--- config.mk ---
export PLATFORM = sky130hd
export DESIGN_NAME = epoch_seconds_to_utc_calendar_unit
export DESIGN_NICKNAME = d
export VERILOG_FILES = /design/src/rtl/core/es2utc_pkg.sv /design/src/rtl/core/epoch_seconds_to_utc_calendar_unit.sv
export SDC_FILE = /design/constraint.sdc
export NUM_CORES = 1
export LEC_CHECK = 0
export BUFFER_PORTS_ARGS = -buffer_cell sky130_fd_sc_hd__buf_2
export CAP_MARGIN = 20
export CORE_ASPECT_RATIO = 1.2
export CORE_MARGIN = 2
export CORE_UTILIZATION = 51
export DETAILED_ROUTE_END_ITERATION = 10
export GPL_TIMING_DRIVEN = 0
export PLACE_DENSITY = 0.76
export SYNTH_ARGS = -nofsm -noshare
export SYNTH_HDL_FRONTEND = slang
export SYNTH_SLANG_ARGS = --single-unit
--- constraint.sdc ---
create_clock -name clk -period 7.4 [get_ports clk]
set_input_delay 1.11 -clock clk [delete_from_list [all_inputs] [get_ports clk]]
set_output_delay 1.11 -clock clk [all_outputs]
set_load 0.005 [all_outputs]
--- src/rtl/core/es2utc_pkg.sv ---
// ----------------------------------------------------------------------------
// es2utc_pkg
// Constants for the epoch seconds to calendar conversion: day counts,
// reciprocal multipliers for the constant divisions and the month tables.
// ----------------------------------------------------------------------------
package es2utc_pkg;

  localparam int unsigned DAYS_PER_YEAR        = 365;
  localparam int unsigned DAYS_PER_QUAD        = 4 * 365 + 1;
  localparam int unsigned QUAD_YEAR2_START     = 365 * 2;
  localparam int unsigned QUAD_YEAR3_START     = 365 * 3 + 1;
  localparam int unsigned EPOCH_WEEKDAY        = 4;
  localparam int unsigned DAYS_PER_WEEK        = 7;
  localparam int unsigned YEAR_OFFSET          = 70;
  localparam logic [31:0] FIRST_INVALID_SECOND = 32'd4102444800;

  // seconds per day is 128 * 675; the low 7 bits pass straight through
  localparam int unsigned DAY_DIVISOR = 675;
  localparam int unsigned SEC_PER_MIN = 60;
  localparam int unsigned MIN_PER_HOUR = 60;

  // floor(2^k / d) with 2^k above the dividend: estimate is q or q - 1
  localparam int unsigned DAY_RECIP_SHIFT  = 25;
  localparam logic [15:0] DAY_RECIP        = 16'((64'd1 << DAY_RECIP_SHIFT) / DAY_DIVISOR);
  localparam int unsigned MIN_RECIP_SHIFT  = 17;
  localparam logic [11:0] MIN_RECIP        = 12'((64'd1 << MIN_RECIP_SHIFT) / SEC_PER_MIN);
  localparam int unsigned QUAD_RECIP_SHIFT = 16;
  localparam logic [5:0]  QUAD_RECIP       = 6'((64'd1 << QUAD_RECIP_SHIFT) / DAYS_PER_QUAD);
  localparam int unsigned WEEK_RECIP_SHIFT = 17;
  localparam logic [14:0] WEEK_RECIP       = 15'((64'd1 << WEEK_RECIP_SHIFT) / DAYS_PER_WEEK);
  localparam int unsigned HOUR_RECIP_SHIFT = 11;
  localparam logic [5:0]  HOUR_RECIP       = 6'((64'd1 << HOUR_RECIP_SHIFT) / MIN_PER_HOUR);

  typedef logic [8:0] yday_t;

  localparam int unsigned MONTHS = 12;

  // first day of each month, normal row then leap row
  localparam yday_t MONTH_START [0:1][0:MONTHS-1] = '{
    '{9'd0, 9'd31, 9'd59, 9'd90, 9'd120, 9'd151,
      9'd181, 9'd212, 9'd243, 9'd273, 9'd304, 9'd334},
    '{9'd0, 9'd31, 9'd60, 9'd91, 9'd121, 9'd152,
      9'd182, 9'd213, 9'd244, 9'd274, 9'd305, 9'd335}
  };

endpackage

--- src/rtl/core/epoch_seconds_to_utc_calendar_unit.sv ---
// ----------------------------------------------------------------------------
// epoch_seconds_to_utc_calendar_unit
// Converts seconds since 1970-01-01 UTC into broken-down calendar fields.
// ----------------------------------------------------------------------------
// Usage:
//   The epoch channel (epoch_valid / epoch_ready / epoch_seconds) takes one
//   unsigned 32-bit timestamp per item. The calendar channel (calendar_valid /
//   calendar_ready and the field ports) returns one result item per input,
//   in order.
//   An accepted item passes through all six stages to calendar_valid. Throughput
//   is one item per cycle while the receiver takes results; each stage holds
//   multipliers by constant reciprocals, the compare-and-correct steps that
//   follow them, or both, and the month table compare sits in the last stage.
//   Each stage has its own valid bit and advances when it is empty or the
//   stage after it moves, so bubbles close up. When the receiver stalls, the
//   result holds on the output and the stages behind it fill; epoch_ready
//   falls only when all six stages hold items.
//   Years follow the every-fourth-year rule; beyond_range flags inputs from
//   2100-01-01 onward, which are still converted by that rule.
//   Reset empties the pipeline; payload registers are not cleared.
// ----------------------------------------------------------------------------
module epoch_seconds_to_utc_calendar_unit (
  input  logic        clk,
  input  logic        rst,
  input  logic        epoch_valid,
  output logic        epoch_ready,
  input  logic [31:0] epoch_seconds,
  output logic        calendar_valid,
  input  logic        calendar_ready,
  output logic [5:0]  second_of_minute,
  output logic [5:0]  minute_of_hour,
  output logic [4:0]  hour_of_day,
  output logic [2:0]  weekday,
  output logic [7:0]  year_since_1900,
  output es2utc_pkg::yday_t day_of_year,
  output logic [3:0]  month_index,
  output logic [4:0]  day_of_month,
  output logic        beyond_range
);

  import es2utc_pkg::*;

  localparam int STAGES = 6;

  logic [STAGES:1] stage_valid;
  logic [STAGES:1] stage_en;

  always_comb begin
    stage_en[STAGES] = !stage_valid[STAGES] || calendar_ready;
    for (int k = STAGES - 1; k >= 1; k--) begin
      stage_en[k] = !stage_valid[k] || stage_en[k + 1];
    end
  end

  assign epoch_ready    = stage_en[1];
  assign calendar_valid = stage_valid[STAGES];

  always_ff @(posedge clk) begin
    if (rst) begin
      stage_valid <= '0;
    end else begin
      if (stage_en[1]) begin
        stage_valid[1] <= epoch_valid;
      end
      for (int k = 2; k <= STAGES; k++) begin
        if (stage_en[k]) begin
          stage_valid[k] <= stage_valid[k - 1];
        end
      end
    end
  end

  // stage 1: day estimate product on seconds / 128
  logic [31:0] s1_time;
  logic [40:0] s1_day_prod;
  logic        s1_beyond;

  always_ff @(posedge clk) begin
    if (stage_en[1]) begin
      s1_time     <= epoch_seconds;
      s1_day_prod <= epoch_seconds[31:7] * DAY_RECIP;
      s1_beyond   <= (epoch_seconds >= FIRST_INVALID_SECOND);
    end
  end

  // stage 2: correct day count, second of day
  logic [15:0] s2_days;
  logic [16:0] s2_sod;
  logic        s2_beyond;
  logic [15:0] day_est;
  logic [24:0] day_diff;
  logic [10:0] day_rem;
  logic [15:0] days_next;
  logic [9:0]  day_rem_fix;

  always_comb begin
    day_est  = s1_day_prod[40:DAY_RECIP_SHIFT];
    day_diff = s1_time[31:7] - 25'(day_est * 25'(DAY_DIVISOR));
    day_rem  = day_diff[10:0];
    if (day_rem >= 11'(DAY_DIVISOR)) begin
      days_next   = day_est + 16'd1;
      day_rem_fix = 10'(day_rem - 11'(DAY_DIVISOR));
    end else begin
      days_next   = day_est;
      day_rem_fix = day_rem[9:0];
    end
  end

  always_ff @(posedge clk) begin
    if (stage_en[2]) begin
      s2_days   <= days_next;
      s2_sod    <= {day_rem_fix, s1_time[6:0]};
      s2_beyond <= s1_beyond;
    end
  end

  // stage 3: products for minutes, four-year groups and weekday
  logic [16:0] s3_sod;
  logic [15:0] s3_days;
  logic [16:0] s3_days_wk;
  logic [28:0] s3_min_prod;
  logic [21:0] s3_quad_prod;
  logic [31:0] s3_week_prod;
  logic        s3_beyond;
  logic [16:0] days_wk;

  assign days_wk = {1'b0, s2_days} + 17'(EPOCH_WEEKDAY);

  always_ff @(posedge clk) begin
    if (stage_en[3]) begin
      s3_sod       <= s2_sod;
      s3_days      <= s2_days;
      s3_days_wk   <= days_wk;
      s3_min_prod  <= s2_sod * MIN_RECIP;
      s3_quad_prod <= s2_days * QUAD_RECIP;
      s3_week_prod <= days_wk * WEEK_RECIP;
      s3_beyond    <= s2_beyond;
    end
  end

  // stage 4: correct minutes, seconds, quad, day in quad, weekday
  logic [10:0] s4_mins;
  logic [5:0]  s4_sec;
  logic [5:0]  s4_quad;
  logic [10:0] s4_qrem;
  logic [2:0]  s4_wday;
  logic        s4_beyond;
  logic [11:0] min_est;
  logic [16:0] sec_diff;
  logic [6:0]  sec_raw;
  logic [10:0] mins_next;
  logic [5:0]  sec_next;
  logic [5:0]  quad_est;
  logic [15:0] quad_diff;
  logic [11:0] qrem_raw;
  logic [5:0]  quad_next;
  logic [10:0] qrem_next;
  logic [14:0] week_est;
  logic [16:0] week_diff;
  logic [3:0]  wday_raw;
  logic [2:0]  wday_next;

  always_comb begin
    min_est  = s3_min_prod[28:MIN_RECIP_SHIFT];
    sec_diff = s3_sod - 17'(min_est * 17'(SEC_PER_MIN));
    sec_raw  = sec_diff[6:0];
    if (sec_raw >= 7'(SEC_PER_MIN)) begin
      mins_next = 11'(min_est + 12'd1);
      sec_next  = 6'(sec_raw - 7'(SEC_PER_MIN));
    end else begin
      mins_next = min_est[10:0];
      sec_next  = sec_raw[5:0];
    end

    quad_est  = s3_quad_prod[21:QUAD_RECIP_SHIFT];
    quad_diff = s3_days - 16'(quad_est * 16'(DAYS_PER_QUAD));
    qrem_raw  = quad_diff[11:0];
    if (qrem_raw >= 12'(DAYS_PER_QUAD)) begin
      quad_next = quad_est + 6'd1;
      qrem_next = 11'(qrem_raw - 12'(DAYS_PER_QUAD));
    end else begin
      quad_next = quad_est;
      qrem_next = qrem_raw[10:0];
    end

    week_est  = s3_week_prod[31:WEEK_RECIP_SHIFT];
    week_diff = s3_days_wk - 17'(week_est * 17'(DAYS_PER_WEEK));
    wday_raw  = week_diff[3:0];
    if (wday_raw >= 4'(DAYS_PER_WEEK)) begin
      wday_next = 3'(wday_raw - 4'(DAYS_PER_WEEK));
    end else begin
      wday_next = wday_raw[2:0];
    end
  end

  always_ff @(posedge clk) begin
    if (stage_en[4]) begin
      s4_mins   <= mins_next;
      s4_sec    <= sec_next;
      s4_quad   <= quad_next;
      s4_qrem   <= qrem_next;
      s4_wday   <= wday_next;
      s4_beyond <= s3_beyond;
    end
  end

  // stage 5: hour product, year within the four-year group
  logic [16:0] s5_hour_prod;
  logic [10:0] s5_mins;
  logic [5:0]  s5_sec;
  logic [2:0]  s5_wday;
  logic [7:0]  s5_year;
  yday_t       s5_yday;
  logic        s5_leap;
  logic        s5_beyond;
  logic [1:0]  year_in_quad;
  yday_t       yday_next;
  logic        leap_next;

  always_comb begin
    leap_next = 1'b0;
    if (s4_qrem >= 11'(QUAD_YEAR3_START)) begin
      year_in_quad = 2'd3;
      yday_next    = 9'(s4_qrem - 11'(QUAD_YEAR3_START));
    end else if (s4_qrem >= 11'(QUAD_YEAR2_START)) begin
      year_in_quad = 2'd2;
      yday_next    = 9'(s4_qrem - 11'(QUAD_YEAR2_START));
      leap_next    = 1'b1;
    end else if (s4_qrem >= 11'(DAYS_PER_YEAR)) begin
      year_in_quad = 2'd1;
      yday_next    = 9'(s4_qrem - 11'(DAYS_PER_YEAR));
    end else begin
      year_in_quad = 2'd0;
      yday_next    = s4_qrem[8:0];
    end
  end

  always_ff @(posedge clk) begin
    if (stage_en[5]) begin
      s5_hour_prod <= s4_mins * HOUR_RECIP;
      s5_mins      <= s4_mins;
      s5_sec       <= s4_sec;
      s5_wday      <= s4_wday;
      s5_year      <= {s4_quad, year_in_quad} + 8'(YEAR_OFFSET);
      s5_yday      <= yday_next;
      s5_leap      <= leap_next;
      s5_beyond    <= s4_beyond;
    end
  end

  // stage 6: hour and minute, month lookup, output register
  logic [5:0]  hour_est;
  logic [10:0] min_diff;
  logic [6:0]  min_raw;
  logic [4:0]  hour_next;
  logic [5:0]  minute_next;
  logic [3:0]  month_next;
  yday_t       month_base;
  logic [4:0]  mday_next;

  always_comb begin
    hour_est = s5_hour_prod[16:HOUR_RECIP_SHIFT];
    min_diff = s5_mins - 11'(hour_est * 11'(MIN_PER_HOUR));
    min_raw  = min_diff[6:0];
    if (min_raw >= 7'(MIN_PER_HOUR)) begin
      hour_next   = 5'(hour_est + 6'd1);
      minute_next = 6'(min_raw - 7'(MIN_PER_HOUR));
    end else begin
      hour_next   = hour_est[4:0];
      minute_next = min_raw[5:0];
    end

    // table rows rise, so the last start not above the day wins
    month_next = 4'd0;
    month_base = MONTH_START[s5_leap][0];
    for (int k = 1; k < MONTHS; k++) begin
      if (MONTH_START[s5_leap][k] <= s5_yday) begin
        month_next = 4'(k);
        month_base = MONTH_START[s5_leap][k];
      end
    end
    mday_next = 5'(s5_yday + 9'd1 - month_base);
  end

  always_ff @(posedge clk) begin
    if (stage_en[6]) begin
      second_of_minute <= s5_sec;
      minute_of_hour   <= minute_next;
      hour_of_day      <= hour_next;
      weekday          <= s5_wday;
      year_since_1900  <= s5_year;
      day_of_year      <= s5_yday;
      month_index      <= month_next;
      day_of_month     <= mday_next;
      beyond_range     <= s5_beyond;
    end
  end

  // an accepted item always lands in the first stage
  assert property (@(posedge clk) disable iff (rst)
    epoch_valid && epoch_ready |=> stage_valid[1])
    else $error("accepted item not captured in first stage");

  // a stalled output stage keeps a full stage 5 behind it stalled too
  assert property (@(posedge clk) disable iff (rst)
    calendar_valid && !calendar_ready && stage_valid[5] |=> stage_valid[6] && stage_valid[5])
    else $error("item lost behind stalled output");

  // reciprocal corrections leave remainders in range
  assert property (@(posedge clk) disable iff (rst)
    stage_valid[2] |-> s2_sod < 17'd86400 && s2_days < 16'd49711)
    else $error("day split out of range");

  assert property (@(posedge clk) disable iff (rst)
    stage_valid[4] |-> s4_mins < 11'd1440 && s4_sec < 6'd60 &&
                       s4_qrem < 11'(DAYS_PER_QUAD) && s4_wday < 3'(DAYS_PER_WEEK))
    else $error("minute, quad or weekday remainder out of range");

  assert property (@(posedge clk) disable iff (rst)
    calendar_valid |-> month_index < 4'(MONTHS) && day_of_month != 5'd0 &&
                       hour_of_day < 5'd24 && minute_of_hour < 6'd60)
    else $error("calendar result out of range");

endmodule
==> impl_metrics.tcl <==
set metrics [dict create \
    die_h_um 240 \
    worst_slew_pin_slew_ps 962 \
    die_area_um2 48000 \
    rsz0062_at_grt "no" \
    critPathLaunch "epoch_seconds[11]" \
    synth_area_um2 23600 \
    drcViolationCount 0 \
    die_w_um 200 \
    gp_congestion 0.908 \
    hp-class "reg2reg" \
    viasPerCell 5.25 \
    synth_edf_count 237 \
    ys_top_cells_by_area "edfxtp_1 (30%), ha_1 (24%), fa_1 (16%)" \
    fmax_ghz 0.155 \
    cp_slowest_cell "fa_1" \
    h-tree-depth 1 \
    critPathKind "in2reg" \
    clkSlewWorstSetupHoldPaths_ps 60 \
    cp-start-kind "input pin" \
    synth_ff_type "edfxtp_1" \
    start_util_pct 51.5 \
    ios 85 \
    ff2ff_setup_slack_ps 2030 \
    final_cells 2896 \
    synth_common_cells "inv_1 (460), ha_1 (455), edfxtp_1 (237)" \
    path_buf_inv 5 \
    numClockSinks 243 \
    layout-drive-gt1-share_pct 6.80 \
    max_cap_viol_count 0 \
    core_um2 45800 \
    yosysMostFrequentCell "inv_1" \
    rr_endpoint "s3_week_prod[20]$_DFFE_PP_" \
    wire_per_inst_um 15.1 \
    slew_violations 0 \
    syn_inst 2146 \
    port_buffers 84 \
    utilization_pct 56.0 \
    maxSlewHeadroom_pct 35.8 \
    skew_ps 11.4 \
    synth_area_leader_cell "edfxtp_1" \
    end_kind "flop" \
    wl_um 43600 \
    grt_max_degree 48 \
    slowest_delay_ps 540 \
    ys_seq_area_share_pct 30.7 \
    setup_viol 0 \
    diodes 0 \
    clockRootBuffer "clkbuf_16" \
    cts_setup_buffers 0 \
    grt.overflow.total 0 \
    crit_required_ps 7690 \
    cts_buffers 25 \
    hp-start "s2_beyond$_DFFE_PP_" \
    r2r-start "s2_days[5]$_DFFE_PP_" \
    cts_buffer_depth 3 \
    crit_fanout 9 \
    tns_ps 0 \
    syn-num-nets 2822 \
    synth_warnings 0 \
    cts_tree "built" \
    reg2regPathDepth 20 \
    path_cells "buf_2, inv_1, ha_1, inv_1, ha_1, fa_1, fa_1, fa_1, inv_1, fa_1, inv_1, ha_1, and3_1, and3_1, o211ai_1, o2111ai_1, nand2_1, o21ai_0, a211o_1, a21oi_1, xnor2_1" \
    holdPathStages 0 \
    rows 86 \
    hold_end "s3_beyond$_DFFE_PP_" \
    cts_resized 0 \
    outcome "complete, no violations" \
    syn_avg_cell_area_um2 11.0 \
    insertion_delay_ps 540 \
    crit_arrival_ps 6740 \
    period_share_pct 87.2 \
    grt_pass1_vias 16543 \
    dp.cells 2849 \
    hold_buffers 0 \
    grt_usage_pct 18.9 \
    synth_top_area_share_pct 30.2 \
    synth_cell_types 68 \
    postRouteAntennaNets 0 \
    synth-seq-cells 243 \
    drtIter0Drc 578 \
    via_count 15208 \
    async_flop_share_pct 0 \
    fin_crit_ps 6450 \
    fill_cells 3847 \
    drt_first_pass_iters 5 \
    fin_nets 2937 \
    grt_pass1_wl_um 75300 \
    antenna_found_initial 0 \
    crit_family "adder cells" \
    hold_viol 0 \
    syn2layout_area_growth_pct 8.91 \
    dp_hpwl_um 36400 \
]
cell type report:
class	instances	area (um2)	share of cell area, %
well taps	616	771	3.00
plain buffers	15	67.6	0.263
inverters	460	1730	6.72
flip-flops and latches	243	7240	28.2
clock inverters	13	163	0.633
multi-input cells	1428	14600	56.7
clock buffers	33	676	2.63
repair buffers	88	483	1.88
how the worst max path moves through the flow:
stage	endpoint	slack (ps)	cells past startpoint
CTS	s1_day_prod[39]$_DFFE_PP_	960	21
global placement	s1_day_prod[39]$_DFFE_PP_	450	21
finish	s1_day_prod[39]$_DFFE_PP_	950	21
global route	s1_day_prod[40]$_DFFE_PP_	660	21
floorplan	s1_day_prod[40]$_DFFE_PP_	1330	18
detailed placement	s1_day_prod[39]$_DFFE_PP_	400	21
flip-flops by register name (all words and copies together), names as in the netlist, 5 cells and up:
signal            flops
stage_valid           6
s4_qrem              11
s5_yday               9
s3_min_prod          11
s5_sec                6
s4_quad               6
s5_mins               7
s1_day_prod          16
year_since_1900       8
hour_of_day           5
s4_mins              11
s3_quad_prod          6
s2_days              16
minute_of_hour        6
s5_hour_prod          5
s2_sod               17
day_of_year           9
second_of_minute      6
s1_time              18
s4_sec                6
s3_days              12
s5_year               8
s3_sod                7
day_of_month          5
worst register-to-register path: cells and delay by family (launching register included):
family | cells | cell delay (ps)
fa+ha+maj | 5 | 1780
simple gates | 7 | 1400
compound gates | 3 | 690
flops | 1 | 500
xor+xnor | 2 | 500
buf+inv | 3 | 220
kinds of logic (layout without fill, tap and decap cells):
| family | after synthesis | after routing | share of synthesized area [%] |
|---|---|---|---|
| DFF | 243 | 243 | 30.7 |
| muxes | 8 | 8 | 0.366 |
| adders and majority gates | 640 | 640 | 39.8 |
| AOI/OAI and AO/OA | 302 | 302 | 8.49 |
| xor gates and xnor gates | 188 | 188 | 6.98 |
| and+or+nand+nor | 290 | 290 | 6.05 |
| buffers and inverters | 475 | 609 | 7.61 |
layout by cell type, fill, tap and decap left out, types with 18 or more instances in the layout:
cell         n
clkbuf_16   25
nand2b_1    19
a21oi_1     76
nand3_1     24
ha_1       455
buf_2       88
nand2_1     75
a21o_1      40
xnor2_1    140
edfxtp_1   237
nor2_1      69
inv_1      459
and3_1      18
fa_1       185
o21ai_0     63
xor2_1      48
layer usage:
layer  GRT usage (%)  up-vias  part of all wire (%)
met4            8.10        0                   3.8
met2            37.3      291                    55
met1            20.3     7348                    38
met5               0        -                     0
met3            2.12      109                   3.0
li1                -     7460                     -
stage by stage:
| step | worst slack [ps] | hold WS (ps) | area (um2) |
|---|---|---|---|
| floorplan | 1330 | 400 | 23600 |
| global placement | 451 | 403 | 24800 |
| detailed placement | 402 | 405 | 24800 |
| CTS | 955 | 415 | 25700 |
| global route | 662 | 420 | 25700 |
| finish | 948 | 414 | 25700 |
Power is not shown: default switching activity piles up to over one toggle a cycle in this logic, so the estimate is an artifact.
